[src/hdl/hdf_pkg.sv]
// ----------------------------------------------------------------------------
// hdf_pkg
// Shared types, character codes and helpers of the hex-dump formatter.
// ----------------------------------------------------------------------------
package hdf_pkg;

	// bytes shown on one dump line
	localparam int LINE_BYTES = 16;

	// line position codes
	localparam logic [3:0] LAST_POS = 4'd15;
	localparam logic [3:0] SEP_POS  = 4'd8;

	// lengths within one request's text, in characters
	localparam logic [6:0] HEADER_LEN  = 7'd7;
	localparam logic [6:0] HEX_FIELD   = 7'd3;
	localparam logic [6:0] TAB_TO_ASC  = 7'd2;
	localparam logic [6:0] TAB_TO_END  = 7'd17;
	localparam logic [6:0] GROUP_CHARS = 7'd4;
	localparam logic [2:0] FULL_GROUP  = 3'd4;

	// character codes
	localparam logic [7:0] CHAR_NL    = 8'h0a;
	localparam logic [7:0] CHAR_TAB   = 8'h09;
	localparam logic [7:0] CHAR_SPACE = 8'h20;
	localparam logic [7:0] CHAR_DASH  = 8'h2d;
	localparam logic [7:0] CHAR_DOT   = 8'h2e;
	localparam logic [7:0] CHAR_ZERO  = 8'h30;
	localparam logic [7:0] CHAR_HEXA  = 8'h57;
	localparam logic [7:0] CHAR_DEL   = 8'h7f;

	// controller states
	typedef enum logic [1:0] {
		ST_IDLE = 2'b01,
		ST_EMIT = 2'b10
	} state_t;

	// controller to datapath
	typedef struct packed {
		logic accept;
		logic load;
	} cmd_t;

	// datapath to controller
	typedef struct packed {
		logic out_free;
		logic last_group;
	} status_t;

	// lowercase hex digit
	function automatic logic [7:0] hex_char(input logic [3:0] nib);
		if (nib < 4'd10) begin
			return CHAR_ZERO + {4'b0000, nib};
		end else begin
			return CHAR_HEXA + {4'b0000, nib};
		end
	endfunction

	// bytes above space and below DEL stand as they are, everything else (space too) is a dot
	function automatic logic [7:0] disp_char(input logic [7:0] b);
		if (b <= CHAR_SPACE || b >= CHAR_DEL) begin
			return CHAR_DOT;
		end else begin
			return b;
		end
	endfunction

endpackage

[src/hdl/hdf_ctrl.sv]
// ----------------------------------------------------------------------------
// hdf_ctrl
// Controller of the hex-dump formatter: takes a request, then steps the
// datapath through its four-character groups.
// ----------------------------------------------------------------------------
module hdf_ctrl (
	input  logic              clk,
	input  logic              arst_n,
	input  logic              in_valid,
	output logic              in_stall,
	input  hdf_pkg::status_t  status,
	output hdf_pkg::cmd_t     cmd
);

	hdf_pkg::state_t state_q;
	hdf_pkg::state_t state_nxt;
	logic            emit;
	logic            finishing;

	// a new request may enter while the last group of the previous one loads
	assign emit      = (state_q == hdf_pkg::ST_EMIT);
	assign finishing = emit && status.out_free && status.last_group;
	assign in_stall  = !((state_q == hdf_pkg::ST_IDLE) || finishing);

	// commands
	assign cmd.accept = in_valid && !in_stall;
	assign cmd.load   = emit && status.out_free;

	// next state
	always_comb begin
		state_nxt = state_q;
		case (state_q)
			hdf_pkg::ST_IDLE: begin
				if (cmd.accept) begin
					state_nxt = hdf_pkg::ST_EMIT;
				end
			end
			hdf_pkg::ST_EMIT: begin
				if (cmd.accept) begin
					state_nxt = hdf_pkg::ST_EMIT;
				end else if (finishing) begin
					state_nxt = hdf_pkg::ST_IDLE;
				end
			end
			default: begin
				state_nxt = hdf_pkg::ST_IDLE;
			end
		endcase
	end

	// state register
	always_ff @(posedge clk or negedge arst_n) begin
		if (!arst_n) begin
			state_q <= hdf_pkg::ST_IDLE;
		end else begin
			state_q <= state_nxt;
		end
	end

endmodule

[src/hdl/hdf_datapath.sv]
// ----------------------------------------------------------------------------
// hdf_datapath
// Datapath of the hex-dump formatter: dump position, request layout, the
// display column and the four-lane character generator with its output
// register.
// ----------------------------------------------------------------------------
module hdf_datapath (
	input  logic              clk,
	input  logic              arst_n,
	input  hdf_pkg::cmd_t     cmd,
	output hdf_pkg::status_t  status,
	input  logic [7:0]        data_byte,
	input  logic              final_byte,
	output logic              out_valid,
	input  logic              out_stall,
	output logic [31:0]       text_chars,
	output logic [2:0]        char_count,
	output logic              run_end
);

	// dump position
	logic [15:0] byte_index_q;
	logic        line_started_q;

	// layout of the current request
	logic [7:0]  item_byte_q;
	logic [3:0]  item_pos_q;
	logic [15:0] item_offset_q;
	logic        nl_q;
	logic [6:0]  hex_start_q;
	logic [6:0]  tab_q;
	logic [6:0]  asc_end_q;
	logic [6:0]  total_q;
	logic [6:0]  grp_q;

	// display column, consumed from the low end while the line closes
	logic [7:0]  col_q     [hdf_pkg::LINE_BYTES];
	logic [7:0]  col_shift [hdf_pkg::LINE_BYTES];

	// output register
	logic        out_valid_q;
	logic [31:0] text_q;
	logic [2:0]  count_q;
	logic        run_end_q;

	// layout of an incoming request
	logic [3:0]  pos_in;
	logic        hdr_in;
	logic        nl_in;
	logic        close_in;
	logic [3:0]  missing_in;
	logic [5:0]  pad_in;
	logic [6:0]  hex_start_in;
	logic [6:0]  tab_in;
	logic [6:0]  asc_end_in;
	logic [6:0]  total_in;

	// group generation
	logic [3:0][7:0] lane_chars;
	logic [2:0]      asc_used;
	logic [6:0]      remain;
	logic [2:0]      group_count;

	assign pos_in       = byte_index_q[3:0];
	assign hdr_in       = (pos_in == 4'd0);
	assign nl_in        = hdr_in && line_started_q;
	assign close_in     = final_byte || (pos_in == hdf_pkg::LAST_POS);
	assign missing_in   = hdf_pkg::LAST_POS - pos_in;
	assign pad_in       = close_in ? ({1'b0, missing_in, 1'b0} + {2'b00, missing_in}) : 6'd0;
	assign hex_start_in = hdr_in ? (hdf_pkg::HEADER_LEN + {6'd0, nl_in}) : 7'd0;
	assign tab_in       = hex_start_in + hdf_pkg::HEX_FIELD + {1'b0, pad_in};
	assign asc_end_in   = tab_in + hdf_pkg::TAB_TO_ASC + {3'b000, pos_in};
	assign total_in     = close_in ? (tab_in + hdf_pkg::TAB_TO_END)
	                               : (hex_start_in + hdf_pkg::HEX_FIELD);

	// dump position and request layout
	always_ff @(posedge clk or negedge arst_n) begin
		if (!arst_n) begin
			byte_index_q   <= 16'd0;
			line_started_q <= 1'b0;
		end else if (cmd.accept) begin
			if (final_byte) begin
				byte_index_q   <= 16'd0;
				line_started_q <= 1'b0;
			end else begin
				byte_index_q   <= byte_index_q + 16'd1;
				line_started_q <= line_started_q || hdr_in;
			end
		end
	end

	always_ff @(posedge clk) begin
		if (cmd.accept) begin
			item_byte_q   <= data_byte;
			item_pos_q    <= pos_in;
			item_offset_q <= byte_index_q;
			nl_q          <= nl_in;
			hex_start_q   <= hex_start_in;
			tab_q         <= tab_in;
			asc_end_q     <= asc_end_in;
			total_q       <= total_in;
		end
	end

	// group pointer
	always_ff @(posedge clk) begin
		if (cmd.accept) begin
			grp_q <= 7'd0;
		end else if (cmd.load) begin
			grp_q <= grp_q + hdf_pkg::GROUP_CHARS;
		end
	end

	// four character lanes; display characters come from the column taps
	always_comb begin : lane_gen
		logic [6:0] t;
		logic [6:0] rel;
		lane_chars = '0;
		asc_used   = 3'd0;
		for (int l = 0; l < 4; l++) begin
			t   = grp_q + 7'(l);
			rel = 7'd0;
			if (t >= total_q) begin
				lane_chars[l] = 8'h00;
			end else if (t < {6'd0, nl_q}) begin
				lane_chars[l] = hdf_pkg::CHAR_NL;
			end else if (t < hex_start_q) begin
				rel = t - {6'd0, nl_q};
				case (rel[2:0])
					3'd0: lane_chars[l] = hdf_pkg::hex_char(item_offset_q[15:12]);
					3'd1: lane_chars[l] = hdf_pkg::hex_char(item_offset_q[11:8]);
					3'd2: lane_chars[l] = hdf_pkg::hex_char(item_offset_q[7:4]);
					3'd3: lane_chars[l] = hdf_pkg::hex_char(item_offset_q[3:0]);
					3'd5: lane_chars[l] = hdf_pkg::CHAR_DASH;
					default: lane_chars[l] = hdf_pkg::CHAR_SPACE;
				endcase
			end else if (t < hex_start_q + hdf_pkg::HEX_FIELD) begin
				rel = t - hex_start_q;
				case (rel[1:0])
					2'd0: lane_chars[l] = hdf_pkg::hex_char(item_byte_q[7:4]);
					2'd1: lane_chars[l] = hdf_pkg::hex_char(item_byte_q[3:0]);
					default: begin
						lane_chars[l] = (item_pos_q == hdf_pkg::SEP_POS)
						                ? hdf_pkg::CHAR_DASH : hdf_pkg::CHAR_SPACE;
					end
				endcase
			end else if (t < tab_q) begin
				lane_chars[l] = hdf_pkg::CHAR_SPACE;
			end else if (t == tab_q) begin
				lane_chars[l] = hdf_pkg::CHAR_TAB;
			end else if (t < asc_end_q) begin
				lane_chars[l] = col_q[{2'b00, asc_used[1:0]}];
				asc_used      = asc_used + 3'd1;
			end else begin
				lane_chars[l] = hdf_pkg::CHAR_SPACE;
			end
		end
	end

	// column advances by the display characters just used
	always_comb begin : col_adv
		logic [4:0] src;
		for (int i = 0; i < hdf_pkg::LINE_BYTES; i++) begin
			src = 5'(i) + {2'b00, asc_used};
			if (src < 5'(hdf_pkg::LINE_BYTES)) begin
				col_shift[i] = col_q[src[3:0]];
			end else begin
				col_shift[i] = col_q[i];
			end
		end
	end

	// new display character at its position, otherwise the column shifts on load
	always_ff @(posedge clk) begin
		for (int i = 0; i < hdf_pkg::LINE_BYTES; i++) begin
			if (cmd.accept && (pos_in == 4'(i))) begin
				col_q[i] <= hdf_pkg::disp_char(data_byte);
			end else if (cmd.load) begin
				col_q[i] <= col_shift[i];
			end
		end
	end

	// group size and end of request
	assign remain      = total_q - grp_q;
	assign group_count = (remain >= hdf_pkg::GROUP_CHARS) ? hdf_pkg::FULL_GROUP : remain[2:0];

	assign status.last_group = ((grp_q + hdf_pkg::GROUP_CHARS) >= total_q);
	assign status.out_free   = !out_valid_q || !out_stall;

	// output register
	always_ff @(posedge clk or negedge arst_n) begin
		if (!arst_n) begin
			out_valid_q <= 1'b0;
		end else if (cmd.load) begin
			out_valid_q <= 1'b1;
		end else if (!out_stall) begin
			out_valid_q <= 1'b0;
		end
	end

	always_ff @(posedge clk) begin
		if (cmd.load) begin
			text_q    <= lane_chars;
			count_q   <= group_count;
			run_end_q <= status.last_group;
		end
	end

	assign out_valid  = out_valid_q;
	assign text_chars = text_q;
	assign char_count = count_q;
	assign run_end    = run_end_q;

	// a group only loads into a free output register
	a_load_free: assert property (@(posedge clk) disable iff (!arst_n)
		cmd.load |-> status.out_free)
		else $error("group loaded over a waiting result");

	// every shown result carries one to four characters
	a_count_range: assert property (@(posedge clk) disable iff (!arst_n)
		out_valid |-> (char_count != 3'd0 && char_count <= hdf_pkg::FULL_GROUP))
		else $error("result with bad character count");

	// only the last group of a request may be short
	a_short_last: assert property (@(posedge clk) disable iff (!arst_n)
		(out_valid && !run_end) |-> (char_count == hdf_pkg::FULL_GROUP))
		else $error("short group before end of request");

	// a new request only enters when the previous one has no group left
	a_accept_done: assert property (@(posedge clk) disable iff (!arst_n)
		(cmd.accept && cmd.load) |-> status.last_group)
		else $error("request taken while groups remain");

endmodule

[src/hdl/hex_dump_formatter_top.sv]
// Hex-dump formatter: one data byte per input request becomes hex-dump text at sixteen
// bytes per line, handed out as groups of up to four characters, first character in the
// low byte. A request yields one group per clock cycle while out_stall is low, from one
// group for a plain byte up to nineteen when the first byte of a line also closes it; the
// four-character width of the output register sets that figure, and a new request is
// taken in the cycle its predecessor's last group loads (22 groups per full line of 16
// bytes, about 1.4 per byte on average). A byte marked final closes the line and starts
// the next dump at offset 0000.
// ----------------------------------------------------------------------------
// hex_dump_formatter_top
// Top level of the hex-dump formatter: controller and datapath.
// ----------------------------------------------------------------------------
module hex_dump_formatter_top (
	input  logic        clk,
	input  logic        arst_n,
	input  logic        in_valid,
	output logic        in_stall,
	input  logic [7:0]  data_byte,
	input  logic        final_byte,
	output logic        out_valid,
	input  logic        out_stall,
	output logic [31:0] text_chars,
	output logic [2:0]  char_count,
	output logic        run_end
);

	hdf_pkg::cmd_t    cmd;
	hdf_pkg::status_t status;

	// sequencing
	hdf_ctrl u_ctrl (
		.clk      (clk),
		.arst_n   (arst_n),
		.in_valid (in_valid),
		.in_stall (in_stall),
		.status   (status),
		.cmd      (cmd)
	);

	// text generation
	hdf_datapath u_datapath (
		.clk        (clk),
		.arst_n     (arst_n),
		.cmd        (cmd),
		.status     (status),
		.data_byte  (data_byte),
		.final_byte (final_byte),
		.out_valid  (out_valid),
		.out_stall  (out_stall),
		.text_chars (text_chars),
		.char_count (char_count),
		.run_end    (run_end)
	);

endmodule
[config.mk]
export PLATFORM = sky130hd
export DESIGN_NAME = hex_dump_formatter_top
export DESIGN_NICKNAME = d
export VERILOG_FILES = /design/src/hdl/hdf_pkg.sv /design/src/hdl/hdf_ctrl.sv /design/src/hdl/hdf_datapath.sv /design/src/hdl/hex_dump_formatter_top.sv
export SDC_FILE = /design/constraint.sdc
export NUM_CORES = 1
export LEC_CHECK = 0
export ABC_AREA = 0
export BUFFER_PORTS_ARGS = -buffer_cell sky130_fd_sc_hd__buf_4
export CORE_MARGIN = 1.5
export CORE_UTILIZATION = 60
export CTS_BUF_LIST = sky130_fd_sc_hd__clkbuf_8
export DETAILED_ROUTE_END_ITERATION = 10
export PLACE_DENSITY = 0.77
export SKIP_CTS_REPAIR_TIMING = 1
export SLEW_MARGIN = 20
export SYNTH_ARGS = -nofsm -noshare
export SYNTH_HDL_FRONTEND = slang
export SYNTH_SLANG_ARGS = --single-unit
[constraint.sdc]
create_clock -name clk -period 19.2 [get_ports clk]
set_input_delay 1.92 -clock clk [delete_from_list [all_inputs] [get_ports clk]]
set_output_delay 1.92 -clock clk [all_outputs]
set_load 0.1 [all_outputs]
==> impl_metrics.csv, run 1 <==
group,metric,value,unit
status,status,"complete, no violations",
run,maxCapViolCount,0,
critical_path,path_class,"register to register",
critical_path,crit_family,"adder cells",
placed_design,place_ws,9.78,ns
critical_path,r2r_slack,9.45,ns
global_routing,grt_max_degree,75,
sta,period_share,50.8,%
layout,seq_area,6940,um^2
sta,tightest_slew,1.19,ns
clock_tree,cts_max_level,2,
critical_path,rr_worst_depth,22,
sta,period_needed,9.75,ns
hold_path,hold_path_depth,0,
synth,synth_edf_count,211,
sta,skew,0.0320,ns
clock_tree,cts.sinks,236,
critical_path,cp_num_buf_inv,4,
placed_design,port_buffers,50,
clock_tree,clk_pin_slew,0.07,ns
floorplan,chipHeight,186,um
route,antenna_left,0,
critical_path,crit_path_start_kind,"register",
sta,fin_tns_setup,0,ns
floorplan,dieArea,34800,um^2
placed_design,place_congestion,0.995,
clock_tree,clock_latency,0.65,ns
route,routed_wl,67.6,mm
floorplan,io_pins,51,
critical_path,cp-end-kind,"register",
clock_tree,cts_tree,"built",
synth,syn_nets,1988,
route,drc,0,
floorplan,initial_utilization,61.4,%
sta,fmax,103,MHz
clock_tree,cts-root-buf,"clkbuf_8",
sta,slew_headroom,20.6,%
sta,report.final.slew_viol_count,0,
route,drt_iter0_drc,2566,
hold_path,hp-start,"u_datapath.byte_index_q[15]",
route,viasPerCell,7.10,
floorplan,core,32900,um^2
layout,nNetsFinal,1982,
synth,postSynthAreaPerCell,10.7,um^2
layout,multi_input_area,12400,um^2
hold_path,min_to,"u_datapath.item_offset_q[15]",
clock_tree,cts_buffers,42,
critical_path,cp_slowest_stage_delay,0.91,ns
global_routing,overflow,0,
layout,drive_gt1_share,19.0,%
critical_path,critPathSlowestCell,"clkinv_1",
global_routing,grt_pass1_vias,16300,
global_routing,antenna_found_initial,1,
critical_path,cp_cell_sequence,"ha_1 -> inv_1 -> ha_1 -> a21oi_1 -> o21ai_1 -> o21ai_1 -> nor4_4 -> ha_1 -> nand2_1 -> nor3_2 -> ha_1 -> o32a_1 -> ha_1 -> nand2_1 -> xor2_4 -> buf_4 -> clkinv_1 -> ha_1 -> o31ai_4 -> buf_4 -> mux4_2 -> mux2_2",
critical_path,cpMostUsedCell,"ha_1",
power,power,2.74,mW
route,firstDrtPassIters,6,
critical_path,reg2reg_to,"u_datapath.col_q[15][0]",
floorplan,die_w,186,um
layout,syn2layout_area_growth,7.25,%
critical_path,regToRegStartpoint,"u_datapath.hex_start_q[2]",
critical_path,critPathArrivalTime,10.13,ns
power,peakVddDrop,86.4,uV
clock_tree,clock_path_buffers,3,
sta,setup_viol,0,
route,vias,16700,
synth,async_reset_ff_share,8.47,%
floorplan,row_count,66,
sta,setup_slack,9.45,ns
synth,netlist_instances,1891,
sta,hold_viol_final,0,
hold_path,hold_class,"register to register",
synth,syn-cell-area,20200,um^2
global_routing,grt_pass1_wl,101,mm
layout,fillerInstances,2611,
synth,yosysWarnings,0,
synth,yosys_register_bits,236,
synth,synth.distinct_cells,88,
power,power.density,127,nW/um^2
layout,final_cell_mix,"335 x mux2i_1, 211 x edfxtp_1, 149 x nor2_1",
global_routing,track_usage,38.7,%
layout,layout_commonest_cell,"mux2i_1",
synth,synth-seq-area-share,34.4,%
critical_path,crit_fanout,31,
sta,fin_hold_ws,0.487,ns
synth,synth_ff_type,"edfxtp_1",
sta,rsz0062_at_grt,"false",
layout,antenna_cells,0,
power,cellLeakagePower,8.55,nW
critical_path,worstPathRequired,19.58,ns
placed_design,hpwlAfterDp,47.8,mm
route,routedWlPerCell,28.7,um
## state kept, by name (all words and copies together) (netlist names)
signal	cells
u_datapath.char_count	3
u_datapath.line_started_q	1
u_datapath.run_end	1
u_datapath.asc_end_q	7
u_datapath.item_offset_q	16
u_datapath.col_q	128
u_datapath.tab_q	7
u_ctrl.state_q	2
u_datapath.item_byte_q	8
u_datapath.hex_start_q	2
u_datapath.total_q	7
u_datapath.grp_q	5
u_datapath.text_chars	32
u_datapath.out_valid	1
u_datapath.byte_index_q	16
## metrics by stage
step | util [%] | cells | instance area (um^2)
floorplan | - | 1891 | 20200
global placement | 63.4 | 2282 | 20800
detailed placement | 63.4 | 2282 | 20800
CTS | 65.8 | 2356 | 21600
global route | 65.9 | 2357 | 21600
finish | 65.9 | 2357 | 21600
## synthesized netlist by cell type (5+ instances only)
cell type | number | area share, %
inv_1 | 83 | 1.5
and3_1 | 7 | 0.22
mux4_2 | 80 | 8.9
xor2_1 | 11 | 0.48
a31oi_1 | 24 | 0.74
nor2b_1 | 19 | 0.59
dfxtp_1 | 5 | 0.50
a22o_1 | 9 | 0.39
mux2_1 | 10 | 0.56
buf_2 | 26 | 0.64
mux2_2 | 103 | 5.7
mux2i_1 | 336 | 17
a221o_1 | 5 | 0.25
edfxtp_1 | 211 | 31
o21ai_1 | 16 | 0.40
ha_1 | 81 | 5.0
nand2_1 | 100 | 1.9
buf_4 | 8 | 0.30
clkbuf_1 | 75 | 1.4
a221oi_1 | 8 | 0.35
buf_6 | 5 | 0.28
nand2b_1 | 11 | 0.34
o211ai_1 | 10 | 0.37
a22oi_1 | 16 | 0.60
a211oi_1 | 9 | 0.33
or3_1 | 8 | 0.25
dfrtp_1 | 19 | 2.4
nand4_1 | 6 | 0.19
o21a_1 | 14 | 0.52
nand3_1 | 33 | 0.82
nor3_1 | 19 | 0.47
o21ai_0 | 55 | 1.4
a21oi_1 | 128 | 3.2
a21o_1 | 8 | 0.30
and2_1 | 15 | 0.46
buf_1 | 16 | 0.30
nor2_1 | 149 | 2.8
or2_2 | 6 | 0.19
o22ai_1 | 24 | 0.74
nor3b_1 | 6 | 0.22
xnor2_1 | 34 | 1.5
## how the worst max path moves through the flow
stage	endpoint	startpoint	slack, ns	cells after the start
4_1_cts	u_datapath.col_q[15][0]	u_datapath.hex_start_q[2]	9.72	22
3_3_place_gp	u_datapath.col_q[15][4]	u_datapath.hex_start_q[2]	10.10	22
5_1_grt	u_datapath.col_q[15][0]	u_datapath.grp_q[2]	9.21	21
6_report	u_datapath.col_q[15][0]	u_datapath.hex_start_q[2]	9.45	22
2_1_floorplan	u_datapath.col_q[9][0]	u_datapath.grp_q[2]	10.79	28
3_5_place_dp	u_datapath.col_q[15][0]	u_datapath.hex_start_q[2]	9.78	22
## routing by layer
metal  track usage, %  part of all wire [%]  vias to the layer above
li1                 -                     -                     7158
met1             53.0                    39                     8131
met2             55.2                    42                     1204
met3             12.2                    14                      241
met4             19.3                   5.2                        4
met5            0.687                 0.068                        -
## power by group
part           leakage [nW]  total (mW)  internal, mW  switching, mW
logic                  5.86        1.41         0.511          0.897
registers              2.22       0.860         0.736          0.123
clock network         0.469       0.473         0.241          0.232
total                  8.55        2.74          1.49           1.25
## layout make-up
type,instances,share of cell area (%)
Clock buffer,44,2.80
Inverter,89,1.58
Sequential cell,236,32.0
Timing Repair Buffer,81,2.84
Multi-Input combinational cell,1435,57.3
Tap cell,442,2.55
Clock inverter,30,0.884
## logic make-up after synthesis
logic type,count (synthesis),synth area share (%)
AOI/OAI and AO/OA,369,11.6
and+or+nand+nor,402,9.59
other,1,0.0186
xor gates and xnor gates,47,2.23
DFF,236,34.4
buffers and inverters,220,4.61
muxes,532,32.3
adders and majority gates,84,5.32
Power figures use the tool's default switching activity.
==> run 2: changes to the inputs <==
==> constraint.sdc (replaced) <==
create_clock -name clk -period 10 [get_ports clk]
set_input_delay 1 -clock clk [delete_from_list [all_inputs] [get_ports clk]]
set_output_delay 1 -clock clk [all_outputs]
set_load 0.1 [all_outputs]
==> impl_metrics.csv, run 2 (synthesized netlist as in run 1, its figures left out) <==
group,metric,value,unit
status,status,"complete, no violations",
floorplan,chipHeight,186,um
power,p_int,2.83,mW
sta,fin_hold_ws,0.267,ns
route,routedWlPerCell,27.8,um
route,antenna_left,0,
route,vias,16800,
sta,rsz0062_at_grt,"false",
hold_path,hold_class,"input pin to asynchronous set/reset pin",
floorplan,dieArea,34800,um^2
run,maxCapViolCount,0,
critical_path,path_class,"register to register",
layout,layout_commonest_cell,"mux2i_1",
power,power,5.21,mW
layout,largest-register,"u_datapath.col_q",
critical_path,critPathArrivalTime,9.27,ns
clock_tree,cts_max_level,2,
route,firstDrtPassIters,6,
sta,slew_headroom,18.3,%
global_routing,grt_pass1_wl,98.1,mm
sta,skew,0.0330,ns
route,drc,0,
route,drt_iter0_drc,2403,
floorplan,row_count,66,
route,routed_wl,65.8,mm
clock_tree,clock_path_buffers,3,
critical_path,cp-end-kind,"register",
floorplan,initial_utilization,61.4,%
power,combinationalPowerShare,51.2,%
layout,syn2layout_area_growth,7.50,%
clock_tree,clk_pin_slew,0.06,ns
sta,period_needed,9.04,ns
global_routing,grt_pass1_vias,15700,
power,cellLeakagePower,8.56,nW
critical_path,worstPathRequired,10.23,ns
global_routing,track_usage,37.2,%
sta,fin_tns_setup,0,ns
global_routing,grt_max_degree,80,
global_routing,antenna_found_initial,0,
layout,nNetsFinal,1991,
sta,period_share,90.4,%
clock_tree,cts_buffers,43,
power,switchingPower,2.38,mW
layout,antenna_cells,0,
placed_design,place_congestion,1.01,
sta,report.final.slew_viol_count,0,
route,viasPerCell,7.09,
layout,drive_gt1_share,19.3,%
power,power.density,240,nW/um^2
layout,largest_reg_flops,128,
clock_tree,clock_latency,0.61,ns
placed_design,port_buffers,50,
sta,setup_viol,0,
floorplan,die_w,186,um
sta,hold_viol_final,0,
critical_path,crit_fanout,24,
layout,final_cell_mix,"335 x mux2i_1, 211 x edfxtp_1, 149 x nor2_1",
placed_design,hpwlAfterDp,46.5,mm
global_routing,overflow,0,
critical_path,crit_path_start_kind,"register",
clock_tree,cts.sinks,236,
power,switching_share,45.7,%
sta,tightest_slew,1.23,ns
layout,fillerInstances,2604,
power,pwr-share-seq,31.5,%
power,clockPowerShare,17.3,%
floorplan,io_pins,51,
power,peakVddDrop,191,uV
clock_tree,cts_tree,"built",
layout,final_cell_area,21700,um^2
placed_design,dpl_cell_area,20900,um^2
clock_tree,cts-root-buf,"clkbuf_8",
floorplan,core,32900,um^2
sta,fmax,111,MHz
run 2: worst max-delay path, cell delays in order (launching register included):
cell and delay, ns:
dfxtp_1 0.81, inv_1 0.34, ha_1 0.42, or3b_1 0.38, a21oi_1 0.20, o21ai_1 0.18
nor4_4 0.83, ha_1 0.39, mux2i_4 0.38, inv_2 0.19, ha_1 0.33, o32a_1 0.55
ha_1 0.39, mux2i_4 0.70, buf_4 0.52, ha_1 0.69, nand3_1 0.67, nand2_1 0.66
run 2: worst paths after layout:
path,from,slack [ns],cells past startpoint,endpoint
max in group asynchronous,arst_n,9.46,1,u_ctrl.state_q[0]
worst max register to register,u_datapath.grp_q[2],0.96,17,u_datapath.col_q[14][3]
worst min-delay path,arst_n,0.27,1,u_datapath.out_valid
min in group clk,u_datapath.byte_index_q[7],0.48,0,u_datapath.item_offset_q[7]
worst max-delay path,u_datapath.grp_q[2],0.96,17,u_datapath.col_q[14][3]
worst min register to register,u_datapath.byte_index_q[7],0.48,0,u_datapath.item_offset_q[7]
run 2: final cells by class:
class / count / area [um^2] / share of cell area (%)
Inverter: 89 / 339 / 1.56
Clock buffer: 44 / 606 / 2.79
Clock inverter: 34 / 190 / 0.876
Tap cell: 442 / 553 / 2.55
Timing Repair Buffer: 89 / 681 / 3.14
Multi-Input combinational cell: 1435 / 12400 / 57.1
Sequential cell: 236 / 6940 / 32.0
run 2: layer usage:
layer | GRT usage (%) | wire [um] | up-vias
li1 | - | - | 7188
met1 | 54.2 | 26500 | 8177
met2 | 52.6 | 27600 | 1217
met3 | 9.37 | 8800 | 204
met4 | 15.8 | 2900 | 0
met5 | 0 | 0 | -
run 2: power groups by stage:
stage                     Clock [mW]  Sequential, mW  Combinational [mW]
after global placement             0            1.64                2.54
after CTS                      0.899            1.63                2.61
after detailed placement           0            1.65                2.59
after floorplan                    0            1.77                1.74
after global routing           0.949            1.66                2.84
final                          0.903            1.64                2.67
run 2: stage by stage:
step,instances,setup WS (ns),utilization (%)
4_1_cts,2369,1.09,66.0
3_3_place_gp,2291,1.42,63.6
3_5_place_dp,2291,1.12,63.6
2_1_floorplan,1891,1.59,-
5_1_grt,2369,0.549,66.0
6_report,2369,0.961,66.0
